<file path="src/tcc_pkg.sv">
`default_nettype none
package tcc_pkg;

    localparam int COLUMNS = 80;
    localparam int ROWS    = 25;
    localparam int CELLS   = ROWS * COLUMNS;
    localparam int ADDR_W  = $clog2(CELLS);

    localparam int OP_W    = 3;
    localparam int CHAR_W  = 8;
    localparam int COLOR_W = 8;
    localparam int ROW_W   = 5;
    localparam int COL_W   = 7;
    localparam int POS_W   = 11;
    localparam int CELL_W  = 16;

    typedef logic [ADDR_W-1:0] t_addr;
    typedef logic [CELL_W-1:0] t_cell;

    localparam logic [ROW_W-1:0] ROW_LAST    = ROW_W'(ROWS - 1);
    localparam logic [COL_W-1:0] COL_LAST    = COL_W'(COLUMNS - 1);
    localparam t_addr            CELL_LAST   = ADDR_W'(CELLS - 1);
    localparam t_addr            COPY_LAST   = ADDR_W'(CELLS - COLUMNS - 1);
    localparam t_addr            SCROLL_BASE = ADDR_W'(CELLS - COLUMNS);
    localparam t_addr            COPY_SRC    = ADDR_W'(COLUMNS);
    localparam t_addr            COPY_AHEAD  = ADDR_W'(COLUMNS + 1);

    localparam logic [CHAR_W-1:0]  CODE_BS     = 8'd8;
    localparam logic [CHAR_W-1:0]  CODE_NL     = 8'd10;
    localparam logic [CHAR_W-1:0]  CODE_SPACE  = 8'd32;
    localparam logic [CHAR_W-1:0]  CODE_LAST   = 8'd126;
    localparam logic [COLOR_W-1:0] COLOR_RESET = 8'd7;
    localparam t_cell              RESET_CELL  = {COLOR_RESET, CODE_SPACE};

    typedef enum logic [OP_W-1:0] {
        OP_PUT   = 3'd0,
        OP_CLEAR = 3'd1,
        OP_SET   = 3'd2,
        OP_EOL   = 3'd3,
        OP_READ  = 3'd4
    } t_op;

    typedef enum logic [2:0] {
        ST_INIT,
        ST_IDLE,
        ST_SCROLL_START,
        ST_COPY,
        ST_BLANK,
        ST_RESP
    } t_state;

    typedef struct packed {
        logic  we;
        t_addr waddr;
        t_cell wdata;
        logic  re;
        t_addr raddr;
    } t_ram_req;

    typedef struct packed {
        logic              valid;
        logic [ROW_W-1:0]  row;
        logic [COL_W-1:0]  col;
        logic [POS_W-1:0]  pos;
        t_cell             data;
    } t_resp;

    function automatic t_addr cell_addr(input logic [ROW_W-1:0] r,
                                        input logic [COL_W-1:0] c);
        return ADDR_W'(int'(r) * COLUMNS + int'(c));
    endfunction

endpackage
`default_nettype wire

</file>
<file path="src/tcc_ctrl.sv">
`default_nettype none
module tcc_ctrl
    import tcc_pkg::*;
(
    input  wire logic               i_clk,
    input  wire logic               i_rst_n,
    input  wire logic               i_start,
    input  wire logic [OP_W-1:0]    i_op,
    input  wire logic [CHAR_W-1:0]  i_char_code,
    input  wire logic [ROW_W-1:0]   i_row,
    input  wire logic [COL_W-1:0]   i_col,
    input  wire logic [COLOR_W-1:0] i_color,
    input  wire logic               i_out_free,
    input  wire t_cell              i_rdata,
    output logic                    o_idle,
    output t_ram_req                o_ram,
    output t_resp                   o_resp
);

    t_state           r_state, n_state;
    t_addr            r_addr, n_addr;
    t_addr            r_end, n_end;
    logic [ROW_W-1:0] r_row, n_row;
    logic [COL_W-1:0] r_col, n_col;
    logic             r_rd_ok, n_rd_ok;

    always_ff @(posedge i_clk) begin
        if (!i_rst_n) begin
            r_state <= ST_INIT;
            r_addr  <= '0;
            r_end   <= '0;
            r_row   <= '0;
            r_col   <= '0;
            r_rd_ok <= 1'b0;
        end else begin
            r_state <= n_state;
            r_addr  <= n_addr;
            r_end   <= n_end;
            r_row   <= n_row;
            r_col   <= n_col;
            r_rd_ok <= n_rd_ok;
        end
    end

    always_comb begin
        logic wrap;
        n_state = r_state;
        n_addr  = r_addr;
        n_end   = r_end;
        n_row   = r_row;
        n_col   = r_col;
        n_rd_ok = r_rd_ok;
        wrap    = 1'b0;
        o_ram   = '0;
        o_resp  = '0;
        o_idle  = 1'b0;

        unique case (r_state)
            ST_INIT: begin
                o_ram.we    = 1'b1;
                o_ram.waddr = r_addr;
                o_ram.wdata = RESET_CELL;
                if (r_addr == CELL_LAST) begin
                    n_state = ST_IDLE;
                end else begin
                    n_addr = r_addr + 1'b1;
                end
            end
            ST_IDLE: begin
                o_idle = 1'b1;
                if (i_start) begin
                    n_state = ST_RESP;
                    n_rd_ok = 1'b0;
                    unique case (t_op'(i_op))
                        OP_PUT: begin
                            if (i_char_code == CODE_BS) begin
                                if (r_col != '0) begin
                                    n_col       = r_col - 1'b1;
                                    o_ram.we    = 1'b1;
                                    o_ram.waddr = cell_addr(r_row, r_col - 1'b1);
                                    o_ram.wdata = {i_color, CODE_SPACE};
                                end
                            end else if (i_char_code == CODE_NL) begin
                                n_col = '0;
                                wrap  = 1'b1;
                            end else if (i_char_code >= CODE_SPACE &&
                                         i_char_code <= CODE_LAST) begin
                                o_ram.we    = 1'b1;
                                o_ram.waddr = cell_addr(r_row, r_col);
                                o_ram.wdata = {i_color, i_char_code};
                                if (r_col == COL_LAST) begin
                                    n_col = '0;
                                    wrap  = 1'b1;
                                end else begin
                                    n_col = r_col + 1'b1;
                                end
                            end
                            // moving past the bottom row scrolls, cursor stays there
                            if (wrap) begin
                                if (r_row == ROW_LAST) begin
                                    n_state = ST_SCROLL_START;
                                end else begin
                                    n_row = r_row + 1'b1;
                                end
                            end
                        end
                        OP_CLEAR: begin
                            n_row   = '0;
                            n_col   = '0;
                            n_addr  = '0;
                            n_end   = CELL_LAST;
                            n_state = ST_BLANK;
                        end
                        OP_SET: begin
                            n_row = (i_row > ROW_LAST) ? ROW_LAST : i_row;
                            n_col = (i_col > COL_LAST) ? COL_LAST : i_col;
                        end
                        OP_EOL: begin
                            n_addr  = cell_addr(r_row, r_col);
                            n_end   = cell_addr(r_row, COL_LAST);
                            n_state = ST_BLANK;
                        end
                        OP_READ: begin
                            if (i_row <= ROW_LAST && i_col <= COL_LAST) begin
                                n_rd_ok     = 1'b1;
                                o_ram.re    = 1'b1;
                                o_ram.raddr = cell_addr(i_row, i_col);
                            end
                        end
                        default: begin
                        end
                    endcase
                end
            end
            ST_SCROLL_START: begin
                o_ram.re    = 1'b1;
                o_ram.raddr = COPY_SRC;
                n_addr      = '0;
                n_state     = ST_COPY;
            end
            ST_COPY: begin
                // read runs one row plus one cell ahead of the write
                o_ram.we    = 1'b1;
                o_ram.waddr = r_addr;
                o_ram.wdata = i_rdata;
                if (r_addr == COPY_LAST) begin
                    n_addr  = SCROLL_BASE;
                    n_end   = CELL_LAST;
                    n_state = ST_BLANK;
                end else begin
                    o_ram.re    = 1'b1;
                    o_ram.raddr = r_addr + COPY_AHEAD;
                    n_addr      = r_addr + 1'b1;
                end
            end
            ST_BLANK: begin
                o_ram.we    = 1'b1;
                o_ram.waddr = r_addr;
                o_ram.wdata = {i_color, CODE_SPACE};
                if (r_addr == r_end) begin
                    n_state = ST_RESP;
                end else begin
                    n_addr = r_addr + 1'b1;
                end
            end
            ST_RESP: begin
                if (i_out_free) begin
                    o_resp.valid = 1'b1;
                    o_resp.row   = r_row;
                    o_resp.col   = r_col;
                    o_resp.pos   = POS_W'(cell_addr(r_row, r_col));
                    o_resp.data  = r_rd_ok ? i_rdata : '0;
                    n_state      = ST_IDLE;
                end
            end
            default: begin
                n_state = ST_IDLE;
            end
        endcase
    end

`ifndef SYNTHESIS
    a_row_range: assert property (@(posedge i_clk) disable iff (!i_rst_n)
        (r_row <= ROW_LAST) && (r_col <= COL_LAST))
        else $error("cursor out of range");

    a_leave_idle: assert property (@(posedge i_clk) disable iff (!i_rst_n)
        (r_state == ST_IDLE && i_start) |=> (r_state != ST_IDLE))
        else $error("request accepted but sequencer stayed idle");

    a_waddr_range: assert property (@(posedge i_clk) disable iff (!i_rst_n)
        o_ram.we |-> (o_ram.waddr <= CELL_LAST))
        else $error("cell store write out of range");

    a_copy_fed: assert property (@(posedge i_clk) disable iff (!i_rst_n)
        (r_state == ST_COPY) |-> $past(o_ram.re))
        else $error("scroll copy without a read issued");

    a_resp_free: assert property (@(posedge i_clk) disable iff (!i_rst_n)
        (r_state == ST_RESP && !i_out_free) |=> (r_state == ST_RESP))
        else $error("result dropped while output busy");
`endif

endmodule
`default_nettype wire

</file>
<file path="config.mk">
export PLATFORM = sky130hd
export DESIGN_NAME = tcc_ctrl
export DESIGN_NICKNAME = d
export VERILOG_FILES = /design/src/tcc_pkg.sv /design/src/tcc_ctrl.sv
export SDC_FILE = /design/constraint.sdc
export NUM_CORES = 1
export LEC_CHECK = 0
export CAP_MARGIN = 25
export CORE_ASPECT_RATIO = 1.75
export CORE_MARGIN = 10
export CORE_UTILIZATION = 30
export DETAILED_ROUTE_END_ITERATION = 8
export DONT_BUFFER_PORTS = 1
export PLACE_DENSITY_LB_ADDON = 0.1
export SYNTH_ARGS = -nofsm -noshare
export SYNTH_HDL_FRONTEND = slang
export SYNTH_SLANG_ARGS = --single-unit
</file>
<file path="constraint.sdc">
create_clock -name i_clk -period 4.7 [get_ports i_clk]
set_input_delay 0 -clock i_clk [delete_from_list [all_inputs] [get_ports i_clk]]
set_output_delay 0 -clock i_clk [all_outputs]
set_load 0.01 [all_outputs]
</file>
Word-level counts from Yosys, hierarchy flattened
Cells that the tools add are included.
{"block": "classes", "n_mul": 2, "magnitude_cmp": 6, "eq_ne": 28, "n_reduce_logical": 15, "n_mux": 54, "n_addsub": 9}
{"op": "$mux W28", "n": 5}
{"op": "$mux W40", "n": 3}
{"op": "$pmux W28 S4", "n": 1}
{"op": "$mux W11", "n": 6}
{"op": "$pmux W11 S2", "n": 3}
{"op": "$pmux W11 S5", "n": 1}
{"op": "$mux W7", "n": 6}
{"op": "$mux W12", "n": 3}
{"op": "$pmux W12 S3", "n": 1}
{"op": "$add A11 B7 Y11", "n": 2}
{"op": "$eq A11 B11 Y1 const B", "n": 2}
{"op": "$mux W3", "n": 7}
{"op": "$pmux W7 S3", "n": 1}
{"op": "$reduce_and A5 Y1", "n": 4}
{"op": "$ne A2 B2 Y1 const B", "n": 9}
{"op": "$pmux W3 S6", "n": 1}
{"op": "$eq A8 B4 Y1 const B", "n": 2}
{"op": "$mux W16", "n": 1}
{"op": "$mux W5", "n": 3}
{"op": "$pmux W5 S3", "n": 1}
{"op": "$mul A5 B3 Y7 const B", "n": 2}
{"op": "$eq A3 B2 Y1 const B", "n": 4}
{"op": "$add A11 B1 Y11 const B", "n": 1}
{"op": "$add A11 B7 Y11 const B", "n": 1}
{"op": "30 further kinds", "n": 44}
{"block": "totals", "in_bits": 51, "elab_cells": 120, "output_inout_bits": 81, "ff_bits": 38}

Logic depth before layout (Yosys ltp)
Gate-level depths: netlist of the first run.
{"block": "logic_depth", "word_depth": 12, "ltp_mapped": 13}

Worst setup path after synthesis of the first run
Ideal clock, no wire load.
{"block": "synth_path", "path_kind": "register -> output", "startpoint": "register r_row[1]", "endpoint": "output port o_ram[38] (netlist bit)", "t_arrival_ns": 2.952, "path_slack_ns": 1.748, "required_ns": 4.700, "stages_incl_launch_ff": 11, "cell_sequence": "dfxtp_1 ha_1 ha_1 fa_1 clkbuf_1 nand2_1 nor3b_1 xor3_1 nand2b_1 a31o_2 a31oi_1"}
{"item": "start, declared", "line": "tcc_ctrl.sv:23", "source": "logic [ROW_W-1:0] r_row, n_row;"}
{"item": "start signal, assigned", "line": "tcc_ctrl.sv:39", "source": "r_row <= n_row;"}
{"item": "end, declared", "line": "tcc_ctrl.sv:16", "source": "output t_ram_req o_ram,"}

==> results of run 1 <==
## routing by layer
layer | up-vias | track usage [%]
li1 | 2132 | -
met5 | - | 0
met2 | 219 | 35.3
met3 | 30 | 5.25
met1 | 2344 | 19.2
met4 | 0 | 6.78
## per-stage QoR
stage	cells	setup slack (ps)
after floorplan	594	1750
after CTS	751	1220
after global routing	752	1000
after global placement	735	1620
after detailed placement	735	1550
final	752	1240
## repair_timing
item / CTS / global route
hold endpoints to repair: 15 / 0
endpoints found under the setup margin: 0 / 0
hold buffers: 8 / 0
## where the power goes
group / internal (uW) / switching, uW
logic: 42.6 / 60.6
clock network: 305 / 153
registers: 299 / 4.51
## cells in the final DEF (no fill, tap or decap), types with 17 or more instances in the layout
cell type,instances
a21oi_1,30
a22o_1,17
and2_1,19
and3_1,23
dfxtp_1,35
ha_1,27
nand2_1,44
nand3_1,20
nor2_1,63
o21ai_0,37
xnor2_1,23
xor2_1,25
## sequential cells by signal, summed over array words and instances, names as in the netlist
| register | flops |
|---|---|
| r_addr | 11 |
| r_col | 7 |
| r_state | 3 |
| r_rd_ok | 1 |
| r_row | 5 |
| r_end | 8 |
## logic make-up after synthesis
group | after synthesis
buffers and inverters | 59
multiplexers | 3
adder cells (fa/ha/maj) | 32
XOR/XNOR | 49
AND/OR/NAND/NOR | 231
flip-flops | 35
AO/OA/AOI/OAI | 185
## worst max-delay path: stages, from the launching register on
cell	delay [ps]
dfxtp_1	560
ha_1	300
ha_1	220
fa_1	700
nand2_1	120
nor3b_1	230
xor3_1	300
nand2b_1	160
a31o_2	240
a31oi_1	330
## final timing paths
path	start	endpoint	slack, ps	cells past startpoint
max reg2reg	r_state[0]$_SDFFE_PN0P_	r_col[3]$_SDFFE_PN0P_	1470	7
max	r_row[1]$_SDFFE_PN0P_	o_ram[38]	1240	9
min	i_row[0]	r_row[0]$_SDFFE_PN0P_	-2	2
min reg2reg	r_end[5]$_SDFFE_PN0P_	r_end[5]$_SDFFE_PN0P_	510	2
## final cells by class
type	count	area (um^2)	share of cell area, %
tap	183	229	4.82
sequential	35	701	14.8
clock buffer	6	129	2.71
clock inverter	2	60.1	1.27
multi-input combinational	500	3470	73.0
inverter	14	52.6	1.11
timing repair buffer	12	110	2.32
==> impl_metrics.csv, run 1 <==
group,metric,value,unit
final_layout,antennaDiodeCount,0,
routing,ant_nets,0,
routing,wl_met1,7210,um
yosys,synthTopCellsByCount,"nor2_1 (63), nand2_1 (44), o21ai_0 (37)",
min_path,hold_class,"in -> reg",
floorplanning,dieArea,0.0204,mm^2
cts,post_cts_buffers,0,
timing,slew_violations,0,
final_layout,post-route-cell-area,0.00475,mm^2
power,leakagePower,0.00188,uW
yosys,synth-edff-count,0,
yosys,synth-xor-area-share,9.93,%
power,p_per_area,182,mW/mm^2
routing,first_iter_violations,287,
placed_design,gp_congestion,0.858,
yosys,synth-compound-area-share,29.8,%
placed_design,hpwl,15800,um
setup_path,cp.required,4700,ps
cts,cts_root_buf,"clkbuf_16",
yosys,synth_fa_ha_area_share,9.79,%
global_route,grt_max_degree,28,
routing,viasPerCell,6.28,
routing,wl_met2,10600,um
cts,clk_latency,300,ps
yosys,synth-simple-area-share,27.3,%
timing,fin_crit_sh,73.6,%
placed_design,dpl-instance-area,0.00447,mm^2
yosys,synth_most_common_cell,"nor2_1",
yosys,yosysTopAreaCellShare,15.7,%
final_layout,finalNetCount,651,
yosys,synth_seq_area_share,15.7,%
global_route,grt_antenna_before_repair,0,
timing,finalHoldViolations,2,
setup_path,cp-end-kind,"output pin",
cts,cts_buffers,5,
setup_path,critPathMaxFanout,9,
floorplanning,core_area,0.0148,mm^2
cts,cts_sinks,35,
yosys,async_reset_ff_share,0,%
timing,setup_tns,0,ps
global_route,grt_pass1_wl,30200,um
cts,cts_buffer_depth,2,
placed_design,portBuffers,0,
yosys,synth_ff_type,"dfxtp_1",
routing,wire_per_inst,26.6,um
cts,clk_transition_reported_paths,60,ps
floorplanning,rows,59,
yosys,ys_warn_count,0,
status,violations,"hold timing",
routing,finalWirelength,20000,um
yosys,synth_top_family_by_area,"compound AO/OA/AOI/OAI gates",
yosys,yosysTopAreaCell,"dfxtp_1",
power,p_total,864,uW
status,status,"complete, but fails checks",
setup_path,crit_arrival,3460,ps
cts,cts-resized-gates,0,
floorplanning,dieHeight,182,um
routing,drc,0,
timing,fmax,0.289,GHz
cts,cts_tree,"built",
timing,setup_violations,0,
yosys,synth.area.mux_share,0.699,%
timing,worst_pin_slew,937,ps
yosys,yosys-top-cells-area,"dfxtp_1 (16%), ha_1 (7.6%), nor2_1 (5.3%), xor2_1 (4.9%), xnor2_1 (4.5%)",
floorplanning,ios,132,
timing,relSlewSlack,37.2,%
global_route,grt_usage,18.9,%
floorplanning,initial_core_util,30.3,%
yosys,synth_seq_cells,35,
global_route,grt_pass1_vias,4768,
timing,rsz0062_at_grt,"no",
routing,firstDrtPassIters,6,
routing,route.met3.wl,1620,um
timing,finClkSkew,5.48,ps
routing,vias,4725,
cts,cts_htree_levels,2,
routing,maxUsedRoutingLayer,"met4",
power,peakVddDrop,118,uV
setup_path,critPathLaunchType,"register",
yosys,syn_area,0.00447,mm^2
timing,whs,-1.85,ps
yosys,post_synth.cell_area_avg,7.53,um^2
final_layout,final_core_util,32.2,%
timing,post-route-min-period,3460,ps
job,cap_violations,0,
global_route,grt-ovfl-total,0,
floorplanning,die_w,112,um
yosys,ys_types,80,
setup_path,critPathKind,"reg -> out",
final_layout,fillCellCount,1620,
yosys,synthesis.nets,677,
final_layout,post_route_cells_drive_above_1_share,6.68,%
yosys,synthCells,594,
final_layout,syn_to_final_growth,6.16,%
Note: power is estimated with default switching activity, not from simulation.
==> inputs of run 2 (changes only) <==
- clock period: 4.7 -> 3.6 ns (I/O delays scaled with it)
==> impl_metrics.csv, run 2 (same netlist as run 1, synthesis figures left out) <==
group,metric,value,unit
status,status,"finished clean",
cts,cts_root_buf,"clkbuf_16",
final_layout,post_route_cells_drive_above_1_share,8.29,%
setup_path,crit_arrival,3320,ps
power,peakVddDrop,146,uV
timing,setup_tns,0,ps
timing,fin_crit_sh,92.2,%
cts,cts_htree_levels,2,
timing,slew_violations,0,
cts,clk_latency,300,ps
setup_path,r2r_slack,320,ps
floorplanning,rows,59,
power,p_per_area,210,mW/mm^2
routing,drc,0,
final_layout,largest_reg_flops,11,
setup_path,crit_path_top_delay_cell,"dfxtp_1",
cts,post_cts_buffers,0,
placed_design,portBuffers,0,
timing,setup_violations,0,
final_layout,post-route-cell-area,0.00478,mm^2
setup_path,cp.required,3600,ps
min_path,hold_class,"in -> reg",
final_layout,final_cell_mix,"nor2_1 (63), nand2_1 (44), o21ai_0 (36)",
cts,cts_sinks,35,
routing,first_iter_violations,289,
floorplanning,die_w,112,um
cts,cts_buffer_depth,2,
final_layout,final_core_util,32.4,%
global_route,grt_usage,18.7,%
timing,finalHoldViolations,0,
floorplanning,ios,132,
cts,cts_buffers,5,
routing,wire_per_inst,26.4,um
placed_design,hpwl,15800,um
final_layout,antennaDiodeCount,0,
routing,ant_nets,0,
placed_design,dpl-instance-area,0.00455,mm^2
setup_path,critPathLaunchType,"register",
floorplanning,dieHeight,182,um
min_path,whs_endpoint,"r_row[0]$_SDFFE_PN0P_",
setup_path,cp_cell_sequence,"inv_1 > ha_1 > inv_1 > or3_1 > xnor2_1 > ha_1 > fa_1 > nor2_1 > a21oi_1 > o21ai_0 > xor2_1 > a31oi_1",
timing,rsz0062_at_grt,"no",
final_layout,max_flop_register,"r_addr",
global_route,grt_pass1_vias,4689,
floorplanning,initial_core_util,30.3,%
setup_path,cp-end-kind,"output pin",
floorplanning,dieArea,0.0204,mm^2
setup_path,crit_path_max_incr_delay,420,ps
floorplanning,core_area,0.0148,mm^2
timing,relSlewSlack,39.7,%
routing,vias,4723,
final_layout,finalNetCount,661,
setup_path,reg2reg_from,"r_state[0]$_SDFFE_PN0P_",
timing,post-route-min-period,3320,ps
setup_path,reg2regPathDepth,7,
final_layout,fillCellCount,1623,
routing,finalWirelength,20100,um
final_layout,top_regs,"r_addr (11), r_end (8), r_col (7)",
job,cap_violations,0,
min_path,min_from,"i_op[2]",
timing,finClkSkew,6.22,ps
placed_design,gp_congestion,0.869,
global_route,grt_antenna_before_repair,0,
setup_path,critPathKind,"reg -> out",
global_route,grt_pass1_wl,29900,um
routing,viasPerCell,6.20,
setup_path,critPathMaxFanout,10,
global_route,grt-ovfl-total,0,
timing,whs,21.7,ps
power,leakagePower,0.00191,uW
timing,fmax,0.301,GHz
final_layout,syn_to_final_growth,6.99,%
global_route,grt_max_degree,28,
routing,firstDrtPassIters,5,
setup_path,r2r_end,"r_col[4]$_SDFFE_PN0P_",
final_layout,layout_commonest_cell,"nor2_1",
cts,cts_tree,"built",
timing,worst_pin_slew,904,ps
cts,clk_transition_reported_paths,70,ps
min_path,hold_depth,3,
## run 2: how the worst max path moves through the flow
stage,startpoint,to,slack (ps),cells past startpoint
after floorplan,r_row[1]$_SDFFE_PN0P_,o_ram[38],650,10
after CTS,r_col[0]$_SDFFE_PN0P_,o_ram[36],300,12
after global placement,r_col[0]$_SDFFE_PN0P_,o_ram[36],640,12
final,r_col[0]$_SDFFE_PN0P_,o_ram[38],280,12
after detailed placement,r_col[0]$_SDFFE_PN0P_,o_ram[36],630,12
after global routing,r_col[0]$_SDFFE_PN0P_,o_ram[38],60,12
## run 2: layout make-up
cell class	count	area, um^2	area share, %
multi-input cells	500	3470	72.4
clock buffers	5	125	2.62
flip-flops and latches	35	701	14.6
inverters	14	52.6	1.10
clock inverters	3	23.8	0.497
repair buffers	22	188	3.92
well taps	183	229	4.79
## run 2: worst max-delay path, delay by kind of cell, from the launching register on
family	cells	cell delay, ps
buf+inv	2	280
compound gates	3	660
flops	1	420
simple gates	2	480
xor+xnor	2	270
fa+ha+maj	3	900
## run 2: what timing repair did
item / 4_1_cts / 5_1_grt
hold endpoints to repair: 15 / 0
gates resized for setup: 0 / 1
setup endpoints to repair: 0 / 1
hold buffers: 9 / 0
## run 2: metrics by stage
step,std cells,setup slack [ps],power [uW]
final,762,282,1010
after global routing,762,57.5,1040
after CTS,762,298,1010
after detailed placement,745,635,533
after global placement,745,642,532
after floorplan,594,648,497
## run 2: power by group
group / internal, uW / total [uW] / leakage, uW / switching [uW]
registers: 390 / 396 / 0.000282 / 6.09
clock network: 260 / 475 / 0.0000664 / 215
logic: 55.3 / 136 / 0.00156 / 80.2
## run 2: layer usage
metal	share of wire [%]	wire length, um	vias to the layer above	GRT usage, %
li1	-	-	2154	-
met1	36	7310	2333	19.0
met2	53	10600	210	34.5
met3	8.5	1700	26	5.91
met4	2.6	526	0	6.68
met5	0	0	-	0
==> inputs of run 3 (changes only) <==
- ABC_AREA: not set -> 1
- clock period: 3.6 -> 4.1 ns (I/O delays scaled with it)
==> impl_metrics.csv, run 3 <==
group,metric,value,unit
status,status,"finished clean",
cts,cts_buffer_depth,2,
setup_path,critPathLaunchType,"register",
routing,viasPerCell,5.25,
placed_design,hpwl,15700,um
yosys,post_synth.cell_area_avg,5.97,um^2
yosys,synthesis.nets,842,
timing,setup_tns,0,ps
cts,clk_transition_reported_paths,60,ps
timing,fmax,0.325,GHz
cts,cts_sinks,35,
routing,first_iter_violations,297,
timing,rsz0062_at_grt,"no",
yosys,synth_ff_type,"dfxtp_1",
routing,firstDrtPassIters,5,
floorplanning,dieArea,0.0206,mm^2
setup_path,cp.required,4100,ps
floorplanning,initial_core_util,30.6,%
yosys,ys_warn_count,0,
timing,relSlewSlack,41.1,%
final_layout,largest_reg_flops,11,
global_route,grt-ovfl-total,0,
timing,whs,28.9,ps
cts,cts_root_buf,"clkbuf_16",
global_route,grt_usage,17.6,%
setup_path,crit_path_top_delay_cell,"fa_1",
final_layout,post_route_cells_drive_above_1_share,5.96,%
placed_design,gp_congestion,0.916,
floorplanning,rows,59,
power,peakVddDrop,159,uV
floorplanning,core_area,0.0148,mm^2
timing,fin_crit_sh,75.0,%
final_layout,finalNetCount,837,
final_layout,syn_to_final_growth,7.53,%
routing,ant_nets,0,
setup_path,cp-end-kind,"output pin",
yosys,ys_types,43,
yosys,synthCells,759,
final_layout,layout_commonest_cell,"nand2_1",
timing,timing.final.ws_setup,1020,ps
yosys,yosysTopAreaCell,"dfxtp_1",
final_layout,regArea,701,um^2
global_route,grt_pass1_vias,4892,
floorplanning,dieHeight,183,um
timing,finalHoldViolations,0,
floorplanning,die_w,113,um
timing,slew_violations,0,
routing,finalWirelength,18800,um
cts,cts_buffers,5,
cts,cts_htree_levels,2,
final_layout,final_cell_mix,"nand2_1 (165), inv_1 (113), nor2_1 (108)",
floorplanning,ios,132,
timing,setup_violations,0,
final_layout,max_flop_register,"r_addr",
global_route,grt_max_degree,21,
routing,vias,4932,
final_layout,multi_input_area,0.00326,mm^2
setup_path,cp.buffers_inverters,1,
setup_path,cp_cell_sequence,"ha_1 > ha_1 > fa_1 > inv_1 > nor2_1 > nand2_1 > xnor2_1 > nor2_1 > nor2_1 > nand2_1 > nand2_1",
yosys,synth_seq_area_share,15.5,%
timing,finClkSkew,9.09,ps
power,p_per_area,444,mW/mm^2
setup_path,crit_path_max_incr_delay,610,ps
cts,clk_latency,290,ps
setup_path,critPathKind,"reg -> out",
cts,cts-resized-gates,0,
yosys,yosys-top-cells-area,"dfxtp_1 (15%), nand2_1 (14%), inv_1 (9.4%), nor2_1 (8.9%), ha_1 (7.5%)",
routing,wire_per_inst,20.0,um
yosys,syn_area,0.00453,mm^2
timing,post-route-min-period,3080,ps
final_layout,fillCellCount,1684,
timing,worst_pin_slew,880,ps
cts,cts_tree,"built",
yosys,async_reset_ff_share,0,%
final_layout,top_regs,"r_addr (11), r_end (8), r_col (7)",
min_path,hold_class,"in -> reg",
setup_path,crit_arrival,3080,ps
yosys,synthTopCellsByCount,"nand2_1 (165), inv_1 (113), nor2_1 (108)",
placed_design,place_ws,1300,ps
routing,drc,0,
yosys,synth-edff-count,0,
yosys,synth_seq_cells,35,
setup_path,path_delay_family,"adder cells",
global_route,grt_antenna_before_repair,1,
placed_design,portBuffers,0,
setup_path,critPathMaxFanout,9,
yosys,synth_most_common_cell,"nand2_1",
job,cap_violations,0,
power,leakagePower,0.00226,uW
global_route,grt_pass1_wl,28500,um
yosys,yosysTopAreaCellShare,15.5,%
-- run 3: what timing repair did --
item,4_1_cts,5_1_grt
hold buffers,4,0
hold endpoints to repair,22,0
setup buffers,0,0
-- run 3: layout make-up --
cell class,instances,share of cell area [%]
antenna,2,0.103
clock buffer,8,3.21
inverter,120,9.29
multi-input combinational,585,66.9
sequential,35,14.4
tap,183,4.70
timing repair buffer,7,1.44
-- run 3: where the power goes --
group          switching, uW  internal [uW]  leakage, uW  total [uW]
logic                    856            357      0.00189        1210
registers                113            413     0.000285         526
clock network            164            260    0.0000772         424
-- run 3: path summary, 6_finish.rpt --
kind	startpoint	endpoint	slack [ps]	cells past startpoint
worst max-delay path	r_row[1]$_SDFFE_PN0P_	o_ram[38]	1020	11
worst min-delay path	i_col[4]	r_col[4]$_SDFFE_PN0P_	30	4
worst max register to register	r_row[1]$_SDFFE_PN0P_	r_addr[10]$_SDFFE_PN0P_	1280	11
worst min register to register	r_end[9]$_SDFFE_PN0P_	r_end[9]$_SDFFE_PN0P_	480	2
-- run 3: metrics by stage --
stage                     total power, uW  cells  cell area, um^2  utilization [%]
final                                2160    940             4880             32.9
after floorplan                      1420    759             4530                -
after detailed placement             1740    925             4660             31.4
after global placement               1740    925             4660             31.4
after CTS                            2170    937             4860             32.7
after global routing                 2340    940             4880             32.9
-- run 3: tightest hold or removal path, stage by stage --
cell	delay, ps
nand3_1	90
nand2_1	90
nor2_1	40
nor2_1	70
-- run 3: cell families after synthesis --
family,count (synthesis),synth area share (%)
AND/OR/NAND/NOR,402,40.7
buffers and inverters,139,12.6
AO/OA/AOI/OAI,118,15.2
flip-flops,35,15.5
XOR/XNOR,33,6.37
adder cells (fa/ha/maj),32,9.66
-- run 3: routing by layer --
layer	vias up	GRT usage [%]	part of all wire, %
li1	2449	-	-
met1	2292	18.4	38
met2	160	32.2	52
met3	31	3.71	5.9
met4	0	8.36	4.1
met5	-	0	0
